File: src/rtl/tdq_pkg.sv
// shared widths, codes and compare helper for the timer deadline queue
package tdq_pkg;

   localparam int unsigned TDQ_CAPACITY = 16;
   localparam int unsigned MAX_RESULTS  = 16;

   localparam int unsigned ACT_W    = 2;
   localparam int unsigned ID_W     = 16;
   localparam int unsigned DL_W     = 32;
   localparam int unsigned STATUS_W = 3;
   localparam int unsigned KEY_W    = DL_W + ID_W;
   localparam int unsigned BURST_W  = $clog2(MAX_RESULTS + 1);

   localparam logic [ACT_W-1:0] ACT_ADD    = 2'd0;
   localparam logic [ACT_W-1:0] ACT_CANCEL = 2'd1;
   localparam logic [ACT_W-1:0] ACT_EXPIRE = 2'd2;

   localparam logic [STATUS_W-1:0] ST_ADDED     = 3'd0;
   localparam logic [STATUS_W-1:0] ST_REJECTED  = 3'd1;
   localparam logic [STATUS_W-1:0] ST_CANCELLED = 3'd2;
   localparam logic [STATUS_W-1:0] ST_MISSED    = 3'd3;
   localparam logic [STATUS_W-1:0] ST_EXPIRED   = 3'd4;
   localparam logic [STATUS_W-1:0] ST_NONE_DUE  = 3'd5;

   // (deadline, id) ordering, smaller id wins a tie
   function automatic logic key_less(input logic [DL_W-1:0] dl_a, input logic [ID_W-1:0] id_a,
                                     input logic [DL_W-1:0] dl_b, input logic [ID_W-1:0] id_b);
      return {dl_a, id_a} < {dl_b, id_b};
   endfunction

endpackage

File: src/rtl/tdq_ram.sv
// generic single-write, single-read ram with registered read data
module tdq_ram #(
   parameter int unsigned WIDTH = tdq_pkg::KEY_W,
   parameter int unsigned DEPTH = tdq_pkg::TDQ_CAPACITY
) (
   input  logic                       clock,
   input  logic                       wr_en,
   input  logic [$clog2(DEPTH)-1:0]   wr_addr,
   input  logic [WIDTH-1:0]           wr_data,
   input  logic                       rd_en,
   input  logic [$clog2(DEPTH)-1:0]   rd_addr,
   output logic [WIDTH-1:0]           rd_data
);

   logic [WIDTH-1:0] mem_ff [DEPTH];
   logic [WIDTH-1:0] rd_data_ff;

   always_ff @(posedge clock) begin
      if (wr_en) begin
         mem_ff[wr_addr] <= wr_data;
      end
      if (rd_en) begin
         rd_data_ff <= mem_ff[rd_addr];
      end
   end

   assign rd_data = rd_data_ff;

endmodule

File: src/rtl/timer_deadline_queue.sv
// Timer deadline queue: keeps up to CAPACITY pending timers ordered by (deadline, id).
// Input channel req_*: one beat per action (add, cancel, expire up to req_now).
// Action code 3 is taken and dropped without any result.
// Result channel rsp_*: one beat for add and cancel; expire gives one beat per
// expired timer in deadline order (at most MAX_RESULTS), or a single "nothing
// expired" beat. rsp_last marks the final beat of an action.
// Every sweep of the slot ram reads one slot a cycle through a single key comparator,
// then ends in the done state, which loads the output register or starts another sweep.
// Add, cancel and a nothing-expired expire deliver their beat after one sweep. An
// expire that finds a due timer sweeps twice before its first beat, and each further
// beat follows one more sweep. The block takes one action at a time: req_stall stays
// high from acceptance until the last beat is loaded into the output register.
// rsp_stall holds the output register; a sweep that ends while a beat is held waits
// there until the beat is taken, so no beat is lost or repeated.
// Reset empties the table at once (slot valid flags in flops); the ram keeps
// whatever it held, and a sweep reads every slot but ignores one that is not valid.
module timer_deadline_queue #(
   parameter int unsigned CAPACITY = tdq_pkg::TDQ_CAPACITY
) (
   input  logic                           clock,
   input  logic                           reset,
   input  logic                           req_valid,
   output logic                           req_stall,
   input  logic [tdq_pkg::ACT_W-1:0]      req_action,
   input  logic [tdq_pkg::ID_W-1:0]       req_timer_id,
   input  logic [tdq_pkg::DL_W-1:0]       req_deadline,
   input  logic [tdq_pkg::DL_W-1:0]       req_now,
   output logic                           rsp_valid,
   input  logic                           rsp_stall,
   output logic [tdq_pkg::STATUS_W-1:0]   rsp_status,
   output logic [tdq_pkg::ID_W-1:0]       rsp_out_id,
   output logic [tdq_pkg::DL_W-1:0]       rsp_out_deadline,
   output logic                           rsp_earliest_changed,
   output logic [tdq_pkg::DL_W-1:0]       rsp_next_deadline,
   output logic                           rsp_next_valid,
   output logic                           rsp_last
);
   import tdq_pkg::*;

   localparam int unsigned IW = $clog2(CAPACITY);
   localparam int unsigned CW = $clog2(CAPACITY + 1);

   typedef enum logic [1:0] {ST_IDLE, ST_SCAN, ST_DONE} state_type;

   state_type state_ff, state_in;
   logic [CW-1:0] cnt_ff, cnt_in;
   logic [ACT_W-1:0] act_ff, act_in;
   logic [ID_W-1:0] id_ff, id_in;
   logic [DL_W-1:0] dl_ff, dl_in;
   logic [DL_W-1:0] now_ff, now_in;
   logic [CAPACITY-1:0] valid_ff, valid_in;

   logic head_vld_ff, head_vld_in;
   logic [DL_W-1:0] head_dl_ff, head_dl_in;
   logic [ID_W-1:0] head_id_ff, head_id_in;
   logic [IW-1:0] head_idx_ff, head_idx_in;
   logic match_ff, match_in;
   logic [IW-1:0] match_idx_ff, match_idx_in;
   logic [DL_W-1:0] match_dl_ff, match_dl_in;
   logic free_ff, free_in;
   logic [IW-1:0] free_idx_ff, free_idx_in;

   logic pend_ff, pend_in;
   logic [ID_W-1:0] prev_id_ff, prev_id_in;
   logic [DL_W-1:0] prev_dl_ff, prev_dl_in;
   logic [BURST_W-1:0] n_ff, n_in;

   logic rsp_valid_ff, rsp_valid_in;
   logic [STATUS_W-1:0] rsp_status_ff, rsp_status_in;
   logic [ID_W-1:0] rsp_id_ff, rsp_id_in;
   logic [DL_W-1:0] rsp_dl_ff, rsp_dl_in;
   logic rsp_chg_ff, rsp_chg_in;
   logic [DL_W-1:0] rsp_nd_ff, rsp_nd_in;
   logic rsp_nv_ff, rsp_nv_in;
   logic rsp_last_ff, rsp_last_in;

   logic ram_we, ram_re;
   logic [KEY_W-1:0] ram_rd_data;
   logic [CW-1:0] cnt_m1;
   logic [IW-1:0] eval_idx;
   logic [DL_W-1:0] ev_dl;
   logic [ID_W-1:0] ev_id;
   logic ev_v, ev_match, ev_excl, ev_less;
   logic out_free, start_scan, earlier, due, burst_end;
   logic [DL_W-1:0] head_nd;

   assign ram_re   = (state_ff == ST_SCAN) && (cnt_ff < CW'(CAPACITY));
   assign cnt_m1   = cnt_ff - CW'(1);
   assign eval_idx = cnt_m1[IW-1:0];
   assign ev_dl    = ram_rd_data[KEY_W-1:ID_W];
   assign ev_id    = ram_rd_data[ID_W-1:0];
   assign ev_v     = valid_ff[eval_idx];
   assign ev_match = ev_v && (ev_id == id_ff);
   // a cancelled slot must not count as the next head
   assign ev_excl  = ev_match && (act_ff == ACT_CANCEL);
   assign ev_less  = key_less(ev_dl, ev_id, head_dl_ff, head_id_ff);

   assign out_free  = !rsp_valid_ff || !rsp_stall;
   assign head_nd   = head_vld_ff ? head_dl_ff : '0;
   assign earlier   = !head_vld_ff || (dl_ff < head_dl_ff);
   assign due       = head_vld_ff && (head_dl_ff <= now_ff);
   assign burst_end = (n_ff == BURST_W'(MAX_RESULTS)) || !due;

   tdq_ram #(
      .WIDTH (KEY_W),
      .DEPTH (CAPACITY)
   ) u_slots (
      .clock   (clock),
      .wr_en   (ram_we),
      .wr_addr (free_idx_ff),
      .wr_data ({dl_ff, id_ff}),
      .rd_en   (ram_re),
      .rd_addr (cnt_ff[IW-1:0]),
      .rd_data (ram_rd_data)
   );

   always_comb begin
      state_in     = state_ff;
      cnt_in       = cnt_ff;
      act_in       = act_ff;
      id_in        = id_ff;
      dl_in        = dl_ff;
      now_in       = now_ff;
      valid_in     = valid_ff;
      head_vld_in  = head_vld_ff;
      head_dl_in   = head_dl_ff;
      head_id_in   = head_id_ff;
      head_idx_in  = head_idx_ff;
      match_in     = match_ff;
      match_idx_in = match_idx_ff;
      match_dl_in  = match_dl_ff;
      free_in      = free_ff;
      free_idx_in  = free_idx_ff;
      pend_in      = pend_ff;
      prev_id_in   = prev_id_ff;
      prev_dl_in   = prev_dl_ff;
      n_in         = n_ff;
      rsp_valid_in = rsp_valid_ff && rsp_stall;
      rsp_status_in = rsp_status_ff;
      rsp_id_in    = rsp_id_ff;
      rsp_dl_in    = rsp_dl_ff;
      rsp_chg_in   = rsp_chg_ff;
      rsp_nd_in    = rsp_nd_ff;
      rsp_nv_in    = rsp_nv_ff;
      rsp_last_in  = rsp_last_ff;
      ram_we       = 1'b0;
      start_scan   = 1'b0;

      unique case (state_ff)
         ST_IDLE: begin
            if (req_valid) begin
               act_in = req_action;
               id_in  = req_timer_id;
               dl_in  = req_deadline;
               now_in = req_now;
               pend_in = 1'b0;
               n_in    = '0;
               if (req_action == ACT_ADD || req_action == ACT_CANCEL ||
                   req_action == ACT_EXPIRE) begin
                  start_scan = 1'b1;
               end
            end
         end
         ST_SCAN: begin
            // read data is registered, so it answers the address of the cycle before
            if (cnt_ff != '0) begin
               if (ev_match) begin
                  match_in     = 1'b1;
                  match_idx_in = eval_idx;
                  match_dl_in  = ev_dl;
               end
               if (!ev_v && !free_ff) begin
                  free_in     = 1'b1;
                  free_idx_in = eval_idx;
               end
               if (ev_v && !ev_excl && (!head_vld_ff || ev_less)) begin
                  head_vld_in = 1'b1;
                  head_dl_in  = ev_dl;
                  head_id_in  = ev_id;
                  head_idx_in = eval_idx;
               end
            end
            if (cnt_ff == CW'(CAPACITY)) begin
               state_in = ST_DONE;
            end else begin
               cnt_in = cnt_ff + CW'(1);
            end
         end
         ST_DONE: begin
            unique case (act_ff)
               ACT_ADD: begin
                  if (out_free) begin
                     rsp_valid_in = 1'b1;
                     rsp_last_in  = 1'b1;
                     rsp_id_in    = id_ff;
                     rsp_dl_in    = dl_ff;
                     state_in     = ST_IDLE;
                     if (!free_ff || match_ff) begin
                        rsp_status_in = ST_REJECTED;
                        rsp_chg_in    = 1'b0;
                        rsp_nd_in     = head_nd;
                        rsp_nv_in     = head_vld_ff;
                     end else begin
                        ram_we                = 1'b1;
                        valid_in[free_idx_ff] = 1'b1;
                        rsp_status_in         = ST_ADDED;
                        rsp_chg_in            = earlier;
                        rsp_nd_in             = earlier ? dl_ff : head_dl_ff;
                        rsp_nv_in             = 1'b1;
                     end
                  end
               end
               ACT_CANCEL: begin
                  if (out_free) begin
                     rsp_valid_in = 1'b1;
                     rsp_last_in  = 1'b1;
                     rsp_id_in    = id_ff;
                     rsp_chg_in   = 1'b0;
                     rsp_nd_in    = head_nd;
                     rsp_nv_in    = head_vld_ff;
                     state_in     = ST_IDLE;
                     if (match_ff) begin
                        valid_in[match_idx_ff] = 1'b0;
                        rsp_status_in          = ST_CANCELLED;
                        rsp_dl_in              = match_dl_ff;
                     end else begin
                        rsp_status_in = ST_MISSED;
                        rsp_dl_in     = '0;
                     end
                  end
               end
               ACT_EXPIRE: begin
                  if (!pend_ff) begin
                     if (due) begin
                        // first due timer: pull it and sweep again for its successor
                        valid_in[head_idx_ff] = 1'b0;
                        prev_id_in = head_id_ff;
                        prev_dl_in = head_dl_ff;
                        pend_in    = 1'b1;
                        n_in       = BURST_W'(1);
                        start_scan = 1'b1;
                     end else if (out_free) begin
                        rsp_valid_in  = 1'b1;
                        rsp_status_in = ST_NONE_DUE;
                        rsp_id_in     = '0;
                        rsp_dl_in     = '0;
                        rsp_chg_in    = 1'b0;
                        rsp_nd_in     = head_nd;
                        rsp_nv_in     = head_vld_ff;
                        rsp_last_in   = 1'b1;
                        state_in      = ST_IDLE;
                     end
                  end else if (out_free) begin
                     rsp_valid_in  = 1'b1;
                     rsp_status_in = ST_EXPIRED;
                     rsp_id_in     = prev_id_ff;
                     rsp_dl_in     = prev_dl_ff;
                     rsp_chg_in    = 1'b0;
                     rsp_nd_in     = head_nd;
                     rsp_nv_in     = head_vld_ff;
                     rsp_last_in   = burst_end;
                     if (burst_end) begin
                        pend_in  = 1'b0;
                        state_in = ST_IDLE;
                     end else begin
                        valid_in[head_idx_ff] = 1'b0;
                        prev_id_in = head_id_ff;
                        prev_dl_in = head_dl_ff;
                        n_in       = n_ff + BURST_W'(1);
                        start_scan = 1'b1;
                     end
                  end
               end
               default: begin
                  state_in = ST_IDLE;
               end
            endcase
         end
         default: begin
            state_in = ST_IDLE;
         end
      endcase

      if (start_scan) begin
         state_in    = ST_SCAN;
         cnt_in      = '0;
         head_vld_in = 1'b0;
         match_in    = 1'b0;
         free_in     = 1'b0;
      end
   end

   always_ff @(posedge clock) begin
      if (reset) begin
         state_ff     <= ST_IDLE;
         valid_ff     <= '0;
         pend_ff      <= 1'b0;
         rsp_valid_ff <= 1'b0;
      end else begin
         state_ff     <= state_in;
         valid_ff     <= valid_in;
         pend_ff      <= pend_in;
         rsp_valid_ff <= rsp_valid_in;
      end
      cnt_ff        <= cnt_in;
      act_ff        <= act_in;
      id_ff         <= id_in;
      dl_ff         <= dl_in;
      now_ff        <= now_in;
      head_vld_ff   <= head_vld_in;
      head_dl_ff    <= head_dl_in;
      head_id_ff    <= head_id_in;
      head_idx_ff   <= head_idx_in;
      match_ff      <= match_in;
      match_idx_ff  <= match_idx_in;
      match_dl_ff   <= match_dl_in;
      free_ff       <= free_in;
      free_idx_ff   <= free_idx_in;
      prev_id_ff    <= prev_id_in;
      prev_dl_ff    <= prev_dl_in;
      n_ff          <= n_in;
      rsp_status_ff <= rsp_status_in;
      rsp_id_ff     <= rsp_id_in;
      rsp_dl_ff     <= rsp_dl_in;
      rsp_chg_ff    <= rsp_chg_in;
      rsp_nd_ff     <= rsp_nd_in;
      rsp_nv_ff     <= rsp_nv_in;
      rsp_last_ff   <= rsp_last_in;
   end

   assign req_stall            = (state_ff != ST_IDLE);
   assign rsp_valid            = rsp_valid_ff;
   assign rsp_status           = rsp_status_ff;
   assign rsp_out_id           = rsp_id_ff;
   assign rsp_out_deadline     = rsp_dl_ff;
   assign rsp_earliest_changed = rsp_chg_ff;
   assign rsp_next_deadline    = rsp_nd_ff;
   assign rsp_next_valid       = rsp_nv_ff;
   assign rsp_last             = rsp_last_ff;

endmodule

File: config.mk
export PLATFORM = sky130hd
export DESIGN_NAME = timer_deadline_queue
export DESIGN_NICKNAME = d
export VERILOG_FILES = /design/src/rtl/tdq_pkg.sv /design/src/rtl/tdq_ram.sv /design/src/rtl/timer_deadline_queue.sv
export SDC_FILE = /design/constraint.sdc
export NUM_CORES = 1
export LEC_CHECK = 0
export BUFFER_PORTS_ARGS = -buffer_cell sky130_fd_sc_hd__buf_2
export CORE_MARGIN = 1
export CORE_UTILIZATION = 55
export DETAILED_ROUTE_END_ITERATION = 10
export GPL_TIMING_DRIVEN = 0
export PLACE_DENSITY = 0.71
export SYNTH_ARGS = -nofsm -noshare
export SYNTH_HDL_FRONTEND = slang
export SYNTH_HIERARCHICAL = 1
export SYNTH_SLANG_ARGS = --single-unit
File: constraint.sdc
create_clock -name clock -period 17 [get_ports clock]
set_input_delay 1.7 -clock clock [delete_from_list [all_inputs] [get_ports clock]]
set_output_delay 1.7 -clock clock [all_outputs]
set_load 0.1 [all_outputs]
======== Word level (Yosys, flattened, before mapping) ========
Memories as Yosys holds them, arrays and structs flattened. A register that Yosys moved wholly into a read port is not among the register bits.
Cells that the tools add are included.
storage, ports and cells
  bits in registers ....................... 341
  bits in writable memories ............... 768
  word-level logic and storage cells ...... 250
  memories kept ........................... 1
memories
  memory          depth  bits a word  read ports  clocked after Yosys merged registers in  wr ports  line           text
  u_slots.mem_ff  16     48           1           1                                        1         tdq_ram.sv:15  logic [WIDTH-1:0] mem_ff [DEPTH];
operators by class
  add/sub/neg operators ................... 3
  $lt $le $gt $ge ......................... 11
  equality and inequality tests ........... 35
  muxes and demuxes ....................... 113
  bitwise operators ....................... 7
  reductions and logical operators ........ 51
operators by type and width
  cell                                                                number
  2-to-1 mux 32 bit                                                   18
  2-to-1 mux 16 bit                                                   17
  one-hot mux 32 bit (3 select lines)                                 2
  less-than comparator 48 bit                                         1
  one-hot mux 16 bit (3 select lines)                                 1
  2-to-1 mux 1 bit                                                    42
  bitwise AND 16 bit                                                  2
  less-or-equal comparator 32 bit                                     1
  less-than comparator 32 bit                                         1
  NOT 16 bit                                                          2
  one-hot mux 16 bit (2 select lines)                                 1
  2-to-1 mux 5 bit                                                    6
  inequality test 3 bit (second input constant)                       7
  less-than comparator 4 x 5 -> 1 bit (second input constant)         4
  AND reduction 5 bit                                                 4
  2-to-1 mux 3 bit                                                    6
  inequality test 2 bit (second input constant)                       9
  equality test 16 bit                                                1
  bitwise OR 16 bit                                                   1
  inequality test 5 bit (second input constant)                       3
  demux 1 bit (select 4 bit)                                          3
  greater-or-equal comparator 4 x 1 -> 1 bit (second input constant)  3
  2-to-1 mux 2 bit                                                    6
  inequality test 4 bit (second input constant)                       3
  other kinds (29)                                                    76

======== Longest topological paths before layout ========
  depth in word-level cells ............... 11
  depth in mapped cells ................... 12
  depth with buffers taken out ............ 9

======== By module ========
The synthesis kept the hierarchy.
by module, submodules not included
  module                instances  cells each  area each (sq um)  sequential area each (sq um)
  tdq_ram               1          1242        30175.2            24503.5
  timer_deadline_queue  1          1180        15497.4            9959.6

======== Worst setup path after synthesis ========
No wires, ideal clock.
  kind .................................... input -> register
  start ................................... input port rsp_stall
  end ..................................... memory u_slots/mem_ff[0][0] (netlist bit), enable pin
  arrival ................................. 6.081 ns
  required time ........................... 16.487 ns
  path slack .............................. 10.406 ns
  stages .................................. 5
  buffers on the path ..................... 1
  cell sequence ........................... and2_1 -> clkbuf_1 -> nor3_1 -> or3b_2 -> nor3_1
between the ends
  word-level cells in the longest chain between the ends .. 7
ends and longest elaborated chain
  item                                    line                         text
  start, declared                         timer_deadline_queue.sv:29   input logic rsp_stall,
  zero test 1 bit                         timer_deadline_queue.sv:98   assign out_free = !rsp_valid_ff || !rsp_stall;
  logical OR 1 bit                        timer_deadline_queue.sv:98
  2-to-1 mux 1 bit                        timer_deadline_queue.sv:192  if (out_free) begin
  2-to-1 mux 1 bit                        timer_deadline_queue.sv:190  unique case (act_ff)
  2-to-1 mux 1 bit                        timer_deadline_queue.sv:149  unique case (state_ff)
  named net ram_we                        timer_deadline_queue.sv:77   logic ram_we, ram_re;
  2-to-1 mux 1 bit                        tdq_ram.sv:19                if (wr_en) begin
  2-to-1 mux 1 bit (implied by the code)  tdq_ram.sv:20                mem_ff[wr_addr] <= wr_data;
  end, declared                           tdq_ram.sv:15
The timed path passes the listed nets, and every way through them passes these cells.

======== Worst setup path in the final report ========
  start ................................... input port rsp_stall
  end ..................................... memory u_slots/mem_ff[4][39] (netlist bit), enable pin
The elaborated chain is that of the path after synthesis.

==> summary.txt <==
slowest CP cell - nor3_1
Clock Power Share - 36.9%
min Tclk post-route - 4.63 ns
crit path max fanout - 9
fin nets - 2971
DP Area - 48900 um^2
Fmax achieved - 216 MHz
Post-Layout Cell Count - 3931
CORE AREA - 82100 um^2
Max Cap Viol - 0
DRT Wirelength - 108000 um
Synth Warn # - 6
Syn Area/Cell - 18.9 um^2
FF-to-FF Start - head_dl_ff[27]
DRT Pass-1 Iters - 6
Detailed Route Iter0 Violations - 2575
synth-to-layout area growth - 15.3%
cell area after layout - 52600 um^2
hold depth - 0
Reg clk slew, reported paths - 0.06 ns
status - finished clean
Starting Density - 55.6%
initial antenna violation count - 4
critical path's top delay family - simple AND/OR/NAND/NOR gates
grt ovf - 0
worst setup path start - rsp_stall
cts bufs inserted - 114
root buf cell - clkbuf_16
Min-Delay Endpoint - prev_id_ff[10]
Clock Latency Late Sink - 0.69 ns
sequential-to-total area share from yosys stat - 75.5%
Worst-Margin Slew - 1.24 ns
GRT Util Overall - 25.9%
mapped cell area - 45700 um^2
RSZ-0062 raised after global routing - no
relative slew slack - 17.6%
final hold vios - 0
flop2flop setup slack - 12.45 ns
Chip Height - 290 um
Net Sw Frac - 24.3%
Crit. path cell count - 11
Wirelength per Cell - 27.4 um
number of global-route vias before repair - 25000
CP cell instances - buf_2, and2_1, clkbuf_1, nor3_1, nand3b_1, nor3_2, buf_6, buf_6, buf_6, buf_6, buf_6
H-tree depth - 3
CTS tree - done
ys async rst share - 0%
worst r2r dst - prev_dl_ff[28]
combinational share of power - 14.3%
biggest area consumer among synthesized cells - edfxtp_1
dominant synthesized flop cell - edfxtp_1
Max VDD drop - 0.0927 mV
worst hold-check path type - reg2reg
# hold bufs at CTS - 0
Psw - 1650 uW
most used cell, CP - buf_6
top-area cell type share of the netlist area - 74.2%
Worst Setup Start Kind - input pin
Mapped Nets - 2630
post-CTS setup buffer count - 0
Layout Skew - 0.0323 ns
Top Ports - 174
global-route wire length before repair - 160000 um
CTS resizes - 0
EDFF count, synth - 1129
Leak - 0.0175 uW
total die area - 84200 um^2
Slowest Stage Delay on Critical Path - 0.69 ns
Req. time, crit path - 17.37 ns
ratio of cells with drive above 1 in the final layout - 22.6%
CP Class - in2reg
ranking of synthesized cells by area - edfxtp_1 74%, mux4_2 9.7%, ha_1 3.3%, a22oi_1 2.1%, dfxtp_1 1.2%
CP bufs+invs - 7
vias - 24500
Max clock buf depth - 3
post-route ant nets - 0
clock tree sinks - 1157
dpl hpwl - 71800 um
TNS Setup - 0 ns
Worst EP arrival - 5.00 ns
Placed Instances - 3717
power share of the sequential group - 48.8%
post-synthesis cell count - 2422
PwrDens - 129 nW/um^2
Setup-failing EPs final - 0
Yosys reg bits - 1157
routability cong. - 0.875
reg2reg path depth - 8
Hold Crit Start - head_id_ff[10]
Remaining DRCs - 0
internal power - 5140 uW
synth unique cells - 58
vias per std cell - 6.23
I/O Buffers - 173
largest net degree at the start of global routing - 58
Critical Path End Type - flip-flop
row cnt - 105
Die X - 290 um
final period utilization - 27.2%
Final Max Slew Viols - 0
synthesized netlist by cell type, types with 5 or more instances:
master and number:
xor2_1 22, nor2b_1 8, nand2_1 102, nand4_1 18
buf_2 10, a21o_1 18, o21ai_0 37, buf_4 20
a21oi_1 88, a2111oi_0 7, nor4_1 7, or3_1 5
nor2_1 89, nand3_1 20, dfxtp_1 28, inv_1 116
buf_1 12, a22oi_1 129, clkbuf_1 59, ha_1 122
mux4_2 197, and2_1 5, a31oi_1 6, a22o_1 32
nand3b_1 8, a211oi_1 21, nor3_1 31, edfxtp_1 1129
o22ai_1 17, nand2b_1 14
layer usage:
metal,wire [um],global-route usage [%],vias to the layer above
li1,-,-,10500
met1,43000,35.7,12600
met2,52500,42.3,1221
met3,9110,4.57,181
met4,3080,8.54,2
met5,13,0,-
cells by family after synthesis:
kind of cell / synth area share [%]
flip-flops: 75.5
AO/OA/AOI/OAI: 5.67
AND/OR/NAND/NOR: 3.34
buffers and inverters: 2.00
multiplexers: 9.71
adder cells (fa/ha/maj): 3.34
XOR/XNOR: 0.479
worst reg2reg max path, stage by stage, from the launching register on:
cell and delay, ns:
edfxtp_1 0.47, ha_1 0.36, nand4_1 0.27, nor4_1 0.77, and3_1 0.36, a21oi_1 0.22, nor3b_2 0.72, and3_2 0.73
buf_12 0.29
cells in the final DEF, fill, tap and decap left out, types with 77 or more instances in the layout:
cell | synthesis | layout
a21oi_1 | 88 | 87
a22oi_1 | 129 | 129
buf_2 | 10 | 183
clkbuf_1 | 59 | 77
clkbuf_16 | 0 | 115
edfxtp_1 | 1129 | 1129
ha_1 | 122 | 122
inv_1 | 116 | 116
mux4_2 | 197 | 197
nand2_1 | 102 | 102
sequential cells by signal, indices dropped and copies added, names as in the netlist, 2 cells and up:
signal and count:
cnt_ff 5, id_ff 16, head_dl_ff 32, head_idx_ff 4, rsp_next_deadline 32, now_ff 32
valid_ff 16, dl_ff 32, head_id_ff 16, prev_id_ff 16, match_idx_ff 4, rsp_status 3
u_slots/rd_data 48, rsp_out_deadline 32, state_ff 2, rsp_out_id 16, free_idx_ff 4, n_ff 5
u_slots/mem_ff 768, prev_dl_ff 32, act_ff 2, match_dl_ff 32
per-stage QoR:
stage          hold slack (ns)  util [%]  worst slack [ns]  power, uW
6_report                 0.442      64.1             12.37       6790
3_3_place_gp             0.430      58.3              6.11       4310
5_1_grt                  0.460      64.1             12.21       7010
2_1_floorplan            0.426         -             10.41       4040
4_1_cts                  0.449      64.1             12.42       6840
3_5_place_dp             0.433      59.6             11.84       4340
power by group through the flow:
stage	clock (uW)	sequential, uW	combinational [uW]
final	2510	3320	968
after global routing	2650	3330	1030
after CTS	2550	3320	975
after detailed placement	0	3380	966
after global placement	0	3370	939
after floorplan	0	3340	696
worst max-delay path by stage:
| stage | endpoint | slack (ns) |
|---|---|---|
| after floorplan | u_slots/mem_ff[0][0] | 10.41 |
| after global placement | u_slots/mem_ff[12][43] | 6.11 |
| after detailed placement | u_slots/mem_ff[4][37] | 11.84 |
| after CTS | prev_dl_ff[28] | 12.42 |
| after global routing | u_slots/mem_ff[4][39] | 12.21 |
| final | u_slots/mem_ff[4][39] | 12.37 |
area by class of cell:
cell class	instances	area, um^2
buffer	102	478
clock buffer	133	2950
inverter	116	435
clock inverter	79	788
multi-input combinational	1047	10500
fill	5425	29500
antenna	2	5.00
timing repair buffer	225	1720
sequential	1157	34500
tap	1070	1340
Note: power is estimated with default switching activity, not from simulation.
